--- src/rtl/bbl_pkg.sv ---
// ----------------------------------------------------------------------------
// bbl_pkg
// Shared types and constants for the byte-budget LRU cache directory.
// ----------------------------------------------------------------------------
`default_nettype none

package bbl_pkg;

  localparam int ENTRIES  = 16;
  localparam int IDX_W    = $clog2(ENTRIES);
  localparam int CNT_W    = $clog2(ENTRIES + 1);
  localparam int KEY_W    = 8;
  localparam int PART_W   = 40;
  localparam int SIZE_W   = 42;
  localparam int USED_W   = 48;
  localparam int STAMP_W  = 64;
  localparam int SLOT_W   = 4;
  localparam int STATUS_W = 2;

  typedef enum logic [STATUS_W-1:0] {
    ST_HIT    = 2'd0,
    ST_INSERT = 2'd1,
    ST_REJECT = 2'd2
  } status_t;

  typedef enum logic [2:0] {
    S_IDLE,
    S_SCAN,
    S_DECIDE,
    S_HIT,
    S_EVICT,
    S_FILL,
    S_DONE
  } state_t;

  typedef struct packed {
    logic [KEY_W-1:0]   layer;
    logic [KEY_W-1:0]   expert;
    logic [SIZE_W-1:0]  bytes;
    logic [STAMP_W-1:0] stamp;
  } entry_t;

  typedef struct packed {
    logic             load;
    logic [IDX_W-1:0] rd_addr;
    logic             cmp_en;
    logic [IDX_W-1:0] cmp_idx;
    logic             hit_upd;
    logic             evict;
    logic             fill;
    logic             out_load;
  } cmd_t;

  typedef struct packed {
    logic hit;
    logic do_evict;
  } sts_t;

endpackage

`default_nettype wire

--- src/rtl/bbl_req_if.sv ---
// ----------------------------------------------------------------------------
// bbl_req_if
// Request channel: valid/ready with the lookup key and part sizes.
// ----------------------------------------------------------------------------
`default_nettype none

interface bbl_req_if;
  import bbl_pkg::*;

  logic              valid;
  logic              ready;
  logic [KEY_W-1:0]  layer;
  logic [KEY_W-1:0]  expert;
  logic              has_first;
  logic [PART_W-1:0] first_bytes;
  logic              has_second;
  logic [PART_W-1:0] second_bytes;
  logic              has_third;
  logic [PART_W-1:0] third_bytes;

  modport source (
    output valid, layer, expert, has_first, first_bytes,
           has_second, second_bytes, has_third, third_bytes,
    input  ready
  );

  modport sink (
    input  valid, layer, expert, has_first, first_bytes,
           has_second, second_bytes, has_third, third_bytes,
    output ready
  );
endinterface

`default_nettype wire

--- src/rtl/bbl_rsp_if.sv ---
// ----------------------------------------------------------------------------
// bbl_rsp_if
// Response channel: valid/ready with the lookup outcome.
// ----------------------------------------------------------------------------
`default_nettype none

interface bbl_rsp_if;
  import bbl_pkg::*;

  logic                valid;
  logic                ready;
  logic [STATUS_W-1:0] status;
  logic                evicted;
  logic [KEY_W-1:0]    evicted_layer;
  logic [KEY_W-1:0]    evicted_expert;
  logic [SLOT_W-1:0]   slot;
  logic [USED_W-1:0]   used_bytes;

  modport source (
    output valid, status, evicted, evicted_layer, evicted_expert, slot, used_bytes,
    input  ready
  );

  modport sink (
    input  valid, status, evicted, evicted_layer, evicted_expert, slot, used_bytes,
    output ready
  );
endinterface

`default_nettype wire

--- src/rtl/bbl_ram.sv ---
// ----------------------------------------------------------------------------
// bbl_ram
// Generic single-write, single-read RAM with registered read data.
// ----------------------------------------------------------------------------
`default_nettype none

module bbl_ram #(
  parameter int WIDTH = 8,
  parameter int DEPTH = 16
) (
  input  wire logic                     clk,
  input  wire logic                     we,
  input  wire logic [$clog2(DEPTH)-1:0] waddr,
  input  wire logic [WIDTH-1:0]         wdata,
  input  wire logic [$clog2(DEPTH)-1:0] raddr,
  output logic [WIDTH-1:0]              rdata
);

  logic [WIDTH-1:0] mem [DEPTH];

  always_ff @(posedge clk) begin
    if (we) begin
      mem[waddr] <= wdata;
    end
    rdata <= mem[raddr];
  end

endmodule

`default_nettype wire

--- src/rtl/bbl_ctrl.sv ---
// ----------------------------------------------------------------------------
// bbl_ctrl
// Sequencer: scans the directory, then steps through hit, or evict and fill,
// or fill alone, and loads the response register.
// ----------------------------------------------------------------------------
`default_nettype none

module bbl_ctrl (
  input  wire logic         clk,
  input  wire logic         rst,
  input  wire logic         req_valid,
  output logic              req_ready,
  output logic              rsp_valid,
  input  wire logic         rsp_ready,
  input  wire bbl_pkg::sts_t sts,
  output bbl_pkg::cmd_t     cmd
);
  import bbl_pkg::*;

  state_t           state, state_next;
  logic [CNT_W-1:0] cnt;
  logic             scan_last;
  logic             out_free;

  assign scan_last = (cnt == CNT_W'(ENTRIES));
  assign out_free  = !rsp_valid || rsp_ready;

  always_comb begin
    state_next = state;
    case (state)
      S_IDLE:  if (req_valid) state_next = S_SCAN;
      S_SCAN:  if (scan_last) state_next = S_DECIDE;
      S_DECIDE: begin
        if (sts.hit) state_next = S_HIT;
        else if (sts.do_evict) state_next = S_EVICT;
        else state_next = S_FILL;
      end
      S_HIT:   state_next = S_DONE;
      S_EVICT: state_next = S_FILL;
      S_FILL:  state_next = S_DONE;
      S_DONE:  if (out_free) state_next = S_IDLE;
      default: state_next = S_IDLE;
    endcase
  end

  always_comb begin
    cmd          = '0;
    req_ready    = (state == S_IDLE);
    cmd.load     = (state == S_IDLE) && req_valid;
    cmd.rd_addr  = (state == S_SCAN && !scan_last) ? cnt[IDX_W-1:0] : '0;
    cmd.cmp_en   = (state == S_SCAN) && (cnt != '0);
    cmd.cmp_idx  = IDX_W'(cnt - CNT_W'(1));
    cmd.hit_upd  = (state == S_HIT);
    cmd.evict    = (state == S_EVICT);
    cmd.fill     = (state == S_FILL);
    cmd.out_load = (state == S_DONE) && out_free;
  end

  always_ff @(posedge clk) begin
    if (rst) begin
      state     <= S_IDLE;
      cnt       <= '0;
      rsp_valid <= 1'b0;
    end else begin
      state <= state_next;
      if (state == S_SCAN) begin
        cnt <= cnt + CNT_W'(1);
      end else begin
        cnt <= '0;
      end
      if (cmd.out_load) begin
        rsp_valid <= 1'b1;
      end else if (rsp_ready) begin
        rsp_valid <= 1'b0;
      end
    end
  end

endmodule

`default_nettype wire

--- src/rtl/bbl_dp.sv ---
// ----------------------------------------------------------------------------
// bbl_dp
// Datapath: entry RAM, valid bits, scan trackers for hit, victim and free
// slot, use clock, byte accounting and response register.
// ----------------------------------------------------------------------------
`default_nettype none

module bbl_dp (
  input  wire logic                          clk,
  input  wire logic                          rst,
  input  wire logic                          cfg_we,
  input  wire logic [bbl_pkg::USED_W-1:0]    cfg_wdata,
  input  wire logic [bbl_pkg::KEY_W-1:0]     layer,
  input  wire logic [bbl_pkg::KEY_W-1:0]     expert,
  input  wire logic                          has_first,
  input  wire logic [bbl_pkg::PART_W-1:0]    first_bytes,
  input  wire logic                          has_second,
  input  wire logic [bbl_pkg::PART_W-1:0]    second_bytes,
  input  wire logic                          has_third,
  input  wire logic [bbl_pkg::PART_W-1:0]    third_bytes,
  input  wire bbl_pkg::cmd_t                 cmd,
  output bbl_pkg::sts_t                      sts,
  output logic [bbl_pkg::STATUS_W-1:0]       status,
  output logic                               evicted,
  output logic [bbl_pkg::KEY_W-1:0]          evicted_layer,
  output logic [bbl_pkg::KEY_W-1:0]          evicted_expert,
  output logic [bbl_pkg::SLOT_W-1:0]         slot,
  output logic [bbl_pkg::USED_W-1:0]         used_bytes
);
  import bbl_pkg::*;

  logic [USED_W-1:0]  budget;
  logic [ENTRIES-1:0] valid_q;
  logic [STAMP_W-1:0] use_clock;
  logic [USED_W-1:0]  in_use;

  logic [KEY_W-1:0]   key_layer, key_expert;
  logic [PART_W-1:0]  part_a, part_b, part_c;
  logic [SIZE_W-1:0]  size_q;

  logic               hit_found, vic_found, free_found, ev_done;
  logic [IDX_W-1:0]   hit_idx, vic_idx, free_idx, slot_q;
  logic [SIZE_W-1:0]  hit_bytes;
  entry_t             vic;

  entry_t             rd_entry, wr_entry;
  logic               ram_we;
  logic [IDX_W-1:0]   ram_waddr;
  logic [IDX_W-1:0]   fill_idx;
  logic [STAMP_W-1:0] clock_inc;
  logic               size_zero;
  logic [USED_W:0]    add_sum;
  logic [USED_W-1:0]  sub_bytes;
  status_t            res_status;

  bbl_ram #(
    .WIDTH ($bits(entry_t)),
    .DEPTH (ENTRIES)
  ) u_ram (
    .clk   (clk),
    .we    (ram_we),
    .waddr (ram_waddr),
    .wdata (wr_entry),
    .raddr (cmd.rd_addr),
    .rdata (rd_entry)
  );

  assign clock_inc = use_clock + STAMP_W'(1);
  assign size_zero = (size_q == '0);
  assign sub_bytes = USED_W'(vic.bytes);
  assign add_sum   = {1'b0, in_use} + (USED_W + 1)'(size_q);

  assign fill_idx = (ev_done && (!free_found || vic_idx < free_idx)) ? vic_idx : free_idx;

  assign sts.hit      = hit_found;
  assign sts.do_evict = vic_found && ((in_use >= budget) || !free_found);

  always_comb begin
    ram_we          = cmd.hit_upd || (cmd.fill && !size_zero);
    ram_waddr       = cmd.hit_upd ? hit_idx : fill_idx;
    wr_entry.layer  = key_layer;
    wr_entry.expert = key_expert;
    wr_entry.bytes  = cmd.hit_upd ? hit_bytes : size_q;
    wr_entry.stamp  = clock_inc;
  end

  always_comb begin
    if (hit_found) res_status = ST_HIT;
    else if (size_zero) res_status = ST_REJECT;
    else res_status = ST_INSERT;
  end

  always_ff @(posedge clk) begin
    if (rst) begin
      budget    <= '0;
      valid_q   <= '0;
      use_clock <= '0;
      in_use    <= '0;
    end else begin
      if (cfg_we) begin
        budget <= cfg_wdata;
      end
      if (cmd.hit_upd || cmd.fill) begin
        use_clock <= clock_inc;
      end
      if (cmd.evict) begin
        valid_q[vic_idx] <= 1'b0;
        in_use <= (in_use >= sub_bytes) ? in_use - sub_bytes : '0;
      end
      if (cmd.fill && !size_zero) begin
        valid_q[fill_idx] <= 1'b1;
        in_use <= add_sum[USED_W] ? {USED_W{1'b1}} : add_sum[USED_W-1:0];
      end
    end
  end

  // request capture and directory scan
  always_ff @(posedge clk) begin
    size_q <= SIZE_W'(part_a) + SIZE_W'(part_b) + SIZE_W'(part_c);
    if (cmd.load) begin
      key_layer  <= layer;
      key_expert <= expert;
      part_a     <= has_first  ? first_bytes  : '0;
      part_b     <= has_second ? second_bytes : '0;
      part_c     <= has_third  ? third_bytes  : '0;
      hit_found  <= 1'b0;
      vic_found  <= 1'b0;
      free_found <= 1'b0;
      ev_done    <= 1'b0;
    end
    if (cmd.cmp_en) begin
      if (valid_q[cmd.cmp_idx]) begin
        if (!hit_found && rd_entry.layer == key_layer && rd_entry.expert == key_expert) begin
          hit_found <= 1'b1;
          hit_idx   <= cmd.cmp_idx;
          hit_bytes <= rd_entry.bytes;
        end
        if (!vic_found || rd_entry.stamp < vic.stamp) begin
          vic_found <= 1'b1;
          vic_idx   <= cmd.cmp_idx;
          vic       <= rd_entry;
        end
      end else if (!free_found) begin
        free_found <= 1'b1;
        free_idx   <= cmd.cmp_idx;
      end
    end
    if (cmd.evict) begin
      ev_done <= 1'b1;
    end
    if (cmd.fill) begin
      slot_q <= fill_idx;
    end
  end

  // response register
  always_ff @(posedge clk) begin
    if (cmd.out_load) begin
      status         <= res_status;
      evicted        <= ev_done;
      evicted_layer  <= ev_done ? vic.layer : '0;
      evicted_expert <= ev_done ? vic.expert : '0;
      if (hit_found) begin
        slot <= SLOT_W'(hit_idx);
      end else if (size_zero) begin
        slot <= '0;
      end else begin
        slot <= SLOT_W'(slot_q);
      end
      used_bytes <= in_use;
    end
  end

endmodule

`default_nettype wire

--- src/rtl/byte_budget_lru_cache_unit.sv ---
// ----------------------------------------------------------------------------
// byte_budget_lru_cache_unit
// Fully associative (layer, expert) directory with LRU replacement under a
// programmable byte budget.
// ----------------------------------------------------------------------------
//  channel  dir  handshake     contents
//  cfg      in   cfg_we        cfg_wdata: byte budget (48 bits)
//  req      in   valid/ready   key, three part flags and sizes
//  rsp      out  valid/ready   status, eviction, slot, bytes in use
//
//  A request steps through one RAM read per entry during the scan, a
//  decision step, then hit or evict/fill update, then load of the response
//  register.
//  The next request is taken while a response waits; a stalled response
//  holds the block only at its final step.
//  Reset clears the valid bits, use clock, bytes in use and budget at once.
// ----------------------------------------------------------------------------
`default_nettype none

module byte_budget_lru_cache_unit (
  input  wire logic                       clk,
  input  wire logic                       rst,
  input  wire logic                       cfg_we,
  input  wire logic [bbl_pkg::USED_W-1:0] cfg_wdata,
  bbl_req_if.sink                         req,
  bbl_rsp_if.source                       rsp
);
  import bbl_pkg::*;

  cmd_t cmd;
  sts_t sts;

  bbl_ctrl u_ctrl (
    .clk       (clk),
    .rst       (rst),
    .req_valid (req.valid),
    .req_ready (req.ready),
    .rsp_valid (rsp.valid),
    .rsp_ready (rsp.ready),
    .sts       (sts),
    .cmd       (cmd)
  );

  bbl_dp u_dp (
    .clk            (clk),
    .rst            (rst),
    .cfg_we         (cfg_we),
    .cfg_wdata      (cfg_wdata),
    .layer          (req.layer),
    .expert         (req.expert),
    .has_first      (req.has_first),
    .first_bytes    (req.first_bytes),
    .has_second     (req.has_second),
    .second_bytes   (req.second_bytes),
    .has_third      (req.has_third),
    .third_bytes    (req.third_bytes),
    .cmd            (cmd),
    .sts            (sts),
    .status         (rsp.status),
    .evicted        (rsp.evicted),
    .evicted_layer  (rsp.evicted_layer),
    .evicted_expert (rsp.evicted_expert),
    .slot           (rsp.slot),
    .used_bytes     (rsp.used_bytes)
  );

endmodule

`default_nettype wire

--- src/flat_wrapper.sv ---
// flat-port wrapper written by rule: the top's interface ports become plain ports
module byte_budget_lru_cache_unit_flat import bbl_pkg::*;
  (clk, rst, cfg_we, cfg_wdata, req_valid, req_layer, req_expert, req_has_first, req_first_bytes, req_has_second, req_second_bytes, req_has_third, req_third_bytes, req_ready, rsp_valid, rsp_status, rsp_evicted, rsp_evicted_layer, rsp_evicted_expert, rsp_slot, rsp_used_bytes, rsp_ready);
  bbl_req_if req_i ();
  bbl_rsp_if rsp_i ();
  input  wire logic clk;
  input  wire logic rst;
  input  wire logic cfg_we;
  input  wire logic [bbl_pkg::USED_W-1:0] cfg_wdata;
  input wire logic [$bits(req_i.valid)-1:0] req_valid;
  input wire logic [$bits(req_i.layer)-1:0] req_layer;
  input wire logic [$bits(req_i.expert)-1:0] req_expert;
  input wire logic [$bits(req_i.has_first)-1:0] req_has_first;
  input wire logic [$bits(req_i.first_bytes)-1:0] req_first_bytes;
  input wire logic [$bits(req_i.has_second)-1:0] req_has_second;
  input wire logic [$bits(req_i.second_bytes)-1:0] req_second_bytes;
  input wire logic [$bits(req_i.has_third)-1:0] req_has_third;
  input wire logic [$bits(req_i.third_bytes)-1:0] req_third_bytes;
  output wire logic [$bits(req_i.ready)-1:0] req_ready;
  output wire logic [$bits(rsp_i.valid)-1:0] rsp_valid;
  output wire logic [$bits(rsp_i.status)-1:0] rsp_status;
  output wire logic [$bits(rsp_i.evicted)-1:0] rsp_evicted;
  output wire logic [$bits(rsp_i.evicted_layer)-1:0] rsp_evicted_layer;
  output wire logic [$bits(rsp_i.evicted_expert)-1:0] rsp_evicted_expert;
  output wire logic [$bits(rsp_i.slot)-1:0] rsp_slot;
  output wire logic [$bits(rsp_i.used_bytes)-1:0] rsp_used_bytes;
  input wire logic [$bits(rsp_i.ready)-1:0] rsp_ready;
  assign req_i.valid = req_valid;
  assign req_i.layer = req_layer;
  assign req_i.expert = req_expert;
  assign req_i.has_first = req_has_first;
  assign req_i.first_bytes = req_first_bytes;
  assign req_i.has_second = req_has_second;
  assign req_i.second_bytes = req_second_bytes;
  assign req_i.has_third = req_has_third;
  assign req_i.third_bytes = req_third_bytes;
  assign req_ready = req_i.ready;
  assign rsp_valid = rsp_i.valid;
  assign rsp_status = rsp_i.status;
  assign rsp_evicted = rsp_i.evicted;
  assign rsp_evicted_layer = rsp_i.evicted_layer;
  assign rsp_evicted_expert = rsp_i.evicted_expert;
  assign rsp_slot = rsp_i.slot;
  assign rsp_used_bytes = rsp_i.used_bytes;
  assign rsp_i.ready = rsp_ready;
  byte_budget_lru_cache_unit u_core (.clk(clk), .rst(rst), .cfg_we(cfg_we), .cfg_wdata(cfg_wdata), .req(req_i), .rsp(rsp_i));
endmodule
--- config.mk ---
export PLATFORM = sky130hd
export DESIGN_NAME = byte_budget_lru_cache_unit_flat
export DESIGN_NICKNAME = d
export VERILOG_FILES = /design/src/rtl/bbl_pkg.sv /design/src/rtl/bbl_req_if.sv /design/src/rtl/bbl_rsp_if.sv /design/src/rtl/bbl_ram.sv /design/src/rtl/bbl_ctrl.sv /design/src/rtl/bbl_dp.sv /design/src/rtl/byte_budget_lru_cache_unit.sv /design/src/flat_wrapper.sv
export SDC_FILE = /design/constraint.sdc
export NUM_CORES = 2
export LEC_CHECK = 0
export ABC_AREA = 1
export BUFFER_PORTS_ARGS = -buffer_cell sky130_fd_sc_hd__buf_2
export CORE_MARGIN = 4
export CORE_UTILIZATION = 40
export DETAILED_ROUTE_END_ITERATION = 6
export GPL_ROUTABILITY_DRIVEN = 0
export SETUP_SLACK_MARGIN = 0.3
export SLEW_MARGIN = 20
export SYNTH_ARGS = -nofsm -noshare
export SYNTH_HDL_FRONTEND = slang
export SYNTH_SLANG_ARGS = --single-unit
--- constraint.sdc ---
create_clock -name clk -period 22 [get_ports clk]
set_clock_uncertainty 0.2 [all_clocks]
set_input_delay 2.2 -clock clk [delete_from_list [all_inputs] [get_ports clk]]
set_output_delay 2.2 -clock clk [all_outputs]
set_load 0.005 [all_outputs]
==> key figures <==
Worst hold path
  • Hold path depth: 0
  • Hold Path Class: flop to flop

Synthesis
  • Post-synthesis simple-gate area fraction: 0.0917
  • Synth async-reset ratio: 0
  • Largest family of logic cells by synthesized area: compound AO/OA/AOI/OAI gates
  • Unique masters post-synth: between 40 and 50
  • Post-synthesis adder-cell area fraction: 0.0331
  • Post-synthesis net count: around 11,000
  • Post-synth EDFFs: around 2,300
  • Post-Syn Instances: 10,082
  • Compound-cell area share of the yosys netlist: 0.104
  • Post-Synth XOR/XNOR Area: 0.0118
  • Synth Area per Inst: 11.6 um^2
  • Dominant synthesized flop cell: edfxtp_1
  • Sequential-to-total area share from yosys stat: 0.660
  • Synth Warn #: 0
  • Synthesized area: 117,000 um^2
  • Synthesized flop and latch total: 2,692
  • Mux cell area share after synthesis: 0.0417

Finish
  • Reg area: 77,300 um^2
  • Commonest non-fill, non-tap cell in the layout: edfxtp_1
  • Layout fillers: 26,296
  • Layout Area Growth over Synthesis: 12.7%
  • Most frequent cells in the layout: 2,339 x edfxtp_1, 1,630 x nand2_1, 1,248 x inv_1
  • Layout net count: 10,794
  • Share of cells above drive strength 1: 0.0829
  • Multi-input gate area: about 33,000 um^2

Timing
  • Tmin final: around 6.7 ns
  • Fmax: 150 MHz
  • Final Max Tran Viols: 0
  • Hold Fails Final Rpt: 0
  • Final worst path period share: 0.303
  • Worst slew pin tran: 1.26 ns
  • RSZ-0062 raised after global routing: no
  • Finish-stage setup viols: 0
  • Setup TNS: 0 ns
  • Max_slew headroom: 0.162

Global routing
  • Global-route wire length before repair: between 400,000 and 500,000 um
  • Grt total ovfl: 0
  • Largest net degree at the start of global routing: roughly 200
  • All-layer global routing usage: 0.200
  • Initial antenna violation count: 10
  • Vias in the first global route: between 70,000 and 80,000

Clock tree
  • Max clock buf depth: 4
  • Clock transition at path regs: 0.06 ns
  • CTS sink count: 2,692
  • TritonCTS buffer count: 291
  • CTS root buffer: clkbuf_16
  • Post-CTS Resized: 0
  • H-tree depth: 5
  • CTS hold repair buffers: 0
  • TritonCTS clock tree: done
  • Setup bufs post-CTS: 0
  • Clock latency on the worst-skew pair: 0.89 ns

Floorplan
  • Die Ht: 549 um
  • Core ar.: ~290,000 um^2
  • Die area: 301,000 um^2
  • Initial Util: 0.402
  • Die extent in x: 549 um
  • IO Pins: 265
  • Number of cell rows: 198

Detailed routing
  • Routed Antenna Nets: 0
  • Routed WL: 312,000 um
  • Drc violations: 2
  • Routed vias/inst: 5.32
  • Routed length per instance: 21.6 um
  • DRT iter0 DRCs: 7,216
  • Drt first pass iters: 7
  • Vias after detailed routing: 76,868

Pwr
  • Worst VDD drop: roughly 70 uV
  • P_leak: roughly 48 nW
  • Final total power: between 10 and 15 mW
  • Pwr Density: 101 nW/um^2

Critical path
  • Kind of critical path: flop to flop
  • Max FO, Critical Path: 188
  • Startpoint types: flop
  • Reg2Reg Depth: 14
  • Crit. End Element: flop
  • CP required: approximately 23 ns
  • Crit path arrival time: 7.21 ns

Job
  • Maxcap violations: 0

Placed design
  • Post-DP HPWL: 186,000 um
  • Port bufs: 264

Status
  • Status: complete, but fails checks
  • Violated checks: design-rule violations
==> cells in the mapped netlist (2+ instances only) <==
master / number / share of area
nor4_1: 25 / 0.0013
o21ai_0: 884 / 0.038
inv_1: 1252 / 0.040
nand3_1: 160 / 0.0068
fa_1: 43 / 0.0074
inv_2: 4 / 0.00013
a21boi_0: 6 / 0.00038
buf_4: 32 / 0.0021
buf_1: 29 / 0.00093
xor2_1: 99 / 0.0074
nor3b_1: 2 / 0.00013
nor2_1: 691 / 0.022
a21oi_1: 314 / 0.013
nand4_1: 66 / 0.0035
a22oi_1: 3 / 0.00019
a21o_1: 16 / 0.0010
a211oi_1: 4 / 0.00026
nand3b_1: 21 / 0.0013
nor3_1: 58 / 0.0025
xnor2_1: 59 / 0.0044
o21a_1: 8 / 0.00051
or2_2: 14 / 0.00075
nor2_4: 2 / 0.00019
a31oi_1: 18 / 0.00096
nand2_1: 1631 / 0.052
clkbuf_1: 232 / 0.0074
o22ai_1: 124 / 0.0066
and3_1: 3 / 0.00016
clkinv_1: 4 / 0.00013
o211ai_1: 517 / 0.033
mux2i_1: 488 / 0.042
o221ai_1: 2 / 0.00015
edfxtp_1: 2339 / 0.60
o21bai_1: 66 / 0.0042
dfxtp_1: 353 / 0.060
ha_1: 241 / 0.026
nor2_2: 2 / 0.00011
buf_2: 136 / 0.0058
o21ai_1: 114 / 0.0049
buf_6: 9 / 0.00087
a221oi_1: 3 / 0.00022
==> layout make-up <==
cell class                 instances  share of cell area
antenna                            2           0.0000379
inverter                        1260              0.0360
clock inverter                   144             0.00979
timing repair buffer             381              0.0176
clock buffer                     380              0.0600
multi-input combinational       5692               0.254
tap                             3900              0.0370
sequential                      2692               0.586
==> registers in the layout, summed over array words and instances, names as in the netlist, 42 cells and up <==
| register | cells |
|---|---|
| u_core.u_dp.sub_bytes | 42 |
| u_core.u_dp.vic | 80 |
| u_core.u_dp.u_ram.rdata | 122 |
| u_core.u_dp.size_q | 42 |
| u_core.u_dp.hit_bytes | 42 |
| u_core.u_dp.used_bytes | 48 |
| u_core.u_dp.u_ram.mem | 1952 |
| u_core.u_dp.budget | 48 |
| u_core.u_dp.use_clock | 64 |
| u_core.u_dp.in_use | 48 |
==> layer usage <==
layer,GRT usage,vias up,share of wire
met5,0,-,0.000093
met1,0.283,37776,0.44
met2,0.322,2697,0.46
met4,0.0613,6,0.030
met3,0.0255,546,0.066
li1,-,35843,-
==> cell families (layout without fill, tap and decap cells) <==
group	after synthesis	after routing
AND/OR/NAND/NOR	2680	2680
AO/OA/AOI/OAI	2082	2082
XOR/XNOR	158	158
adder cells (fa/ha/maj)	284	284
other	0	2
flip-flops	2692	2692
buffers and inverters	1698	2165
multiplexers	488	488
==> final timing paths <==
path	slack [ns]	startpoint	endpoint
hold / removal	0.23	u_core.u_dp.u_ram.rdata[77]	u_core.u_dp.hit_bytes[13]
setup reg to reg	15.34	u_core.u_ctrl.cnt[0]	u_core.u_dp.u_ram.rdata[53]
hold reg to reg	0.23	u_core.u_dp.u_ram.rdata[77]	u_core.u_dp.hit_bytes[13]
setup / recovery	15.34	u_core.u_ctrl.cnt[0]	u_core.u_dp.u_ram.rdata[53]
==> critical path, cell delays in order (launching register included) <==
cell and delay (ns):
dfxtp_1 0.50, inv_1 0.34, ha_1 0.33, nand4_1 0.13
nand2_4 0.12, nor2_4 0.13, buf_12 0.64, buf_4 0.84
buf_4 0.69, buf_4 0.89, buf_4 0.83, mux2i_1 0.29
o21ai_0 0.09, o21ai_0 0.20, o22ai_1 0.10
==> where the power goes <==
group | internal [mW] | total [mW] | switching (mW)
clock | 2.77 | 4.74 | 1.97
combinational | 0.639 | 2.28 | 1.64
sequential | 6.12 | 6.35 | 0.230
==> through the flow <==
stage / instance area (um^2) / hold slack (ns) / cells / setup slack [ns] / util
finish: 132000 / 0.231 / 14451 / 15.34 / 0.453
global route: 132000 / 0.239 / 14450 / 14.80 / 0.453
CTS: 132000 / 0.230 / 14449 / 15.38 / 0.453
detailed placement: 123000 / 0.217 / 13925 / 15.35 / 0.421
global placement: 123000 / 0.212 / 13925 / 15.53 / 0.421
floorplan: 117000 / 0.203 / 10082 / 14.10 / -
Note: power is estimated with default switching activity, not from simulation.
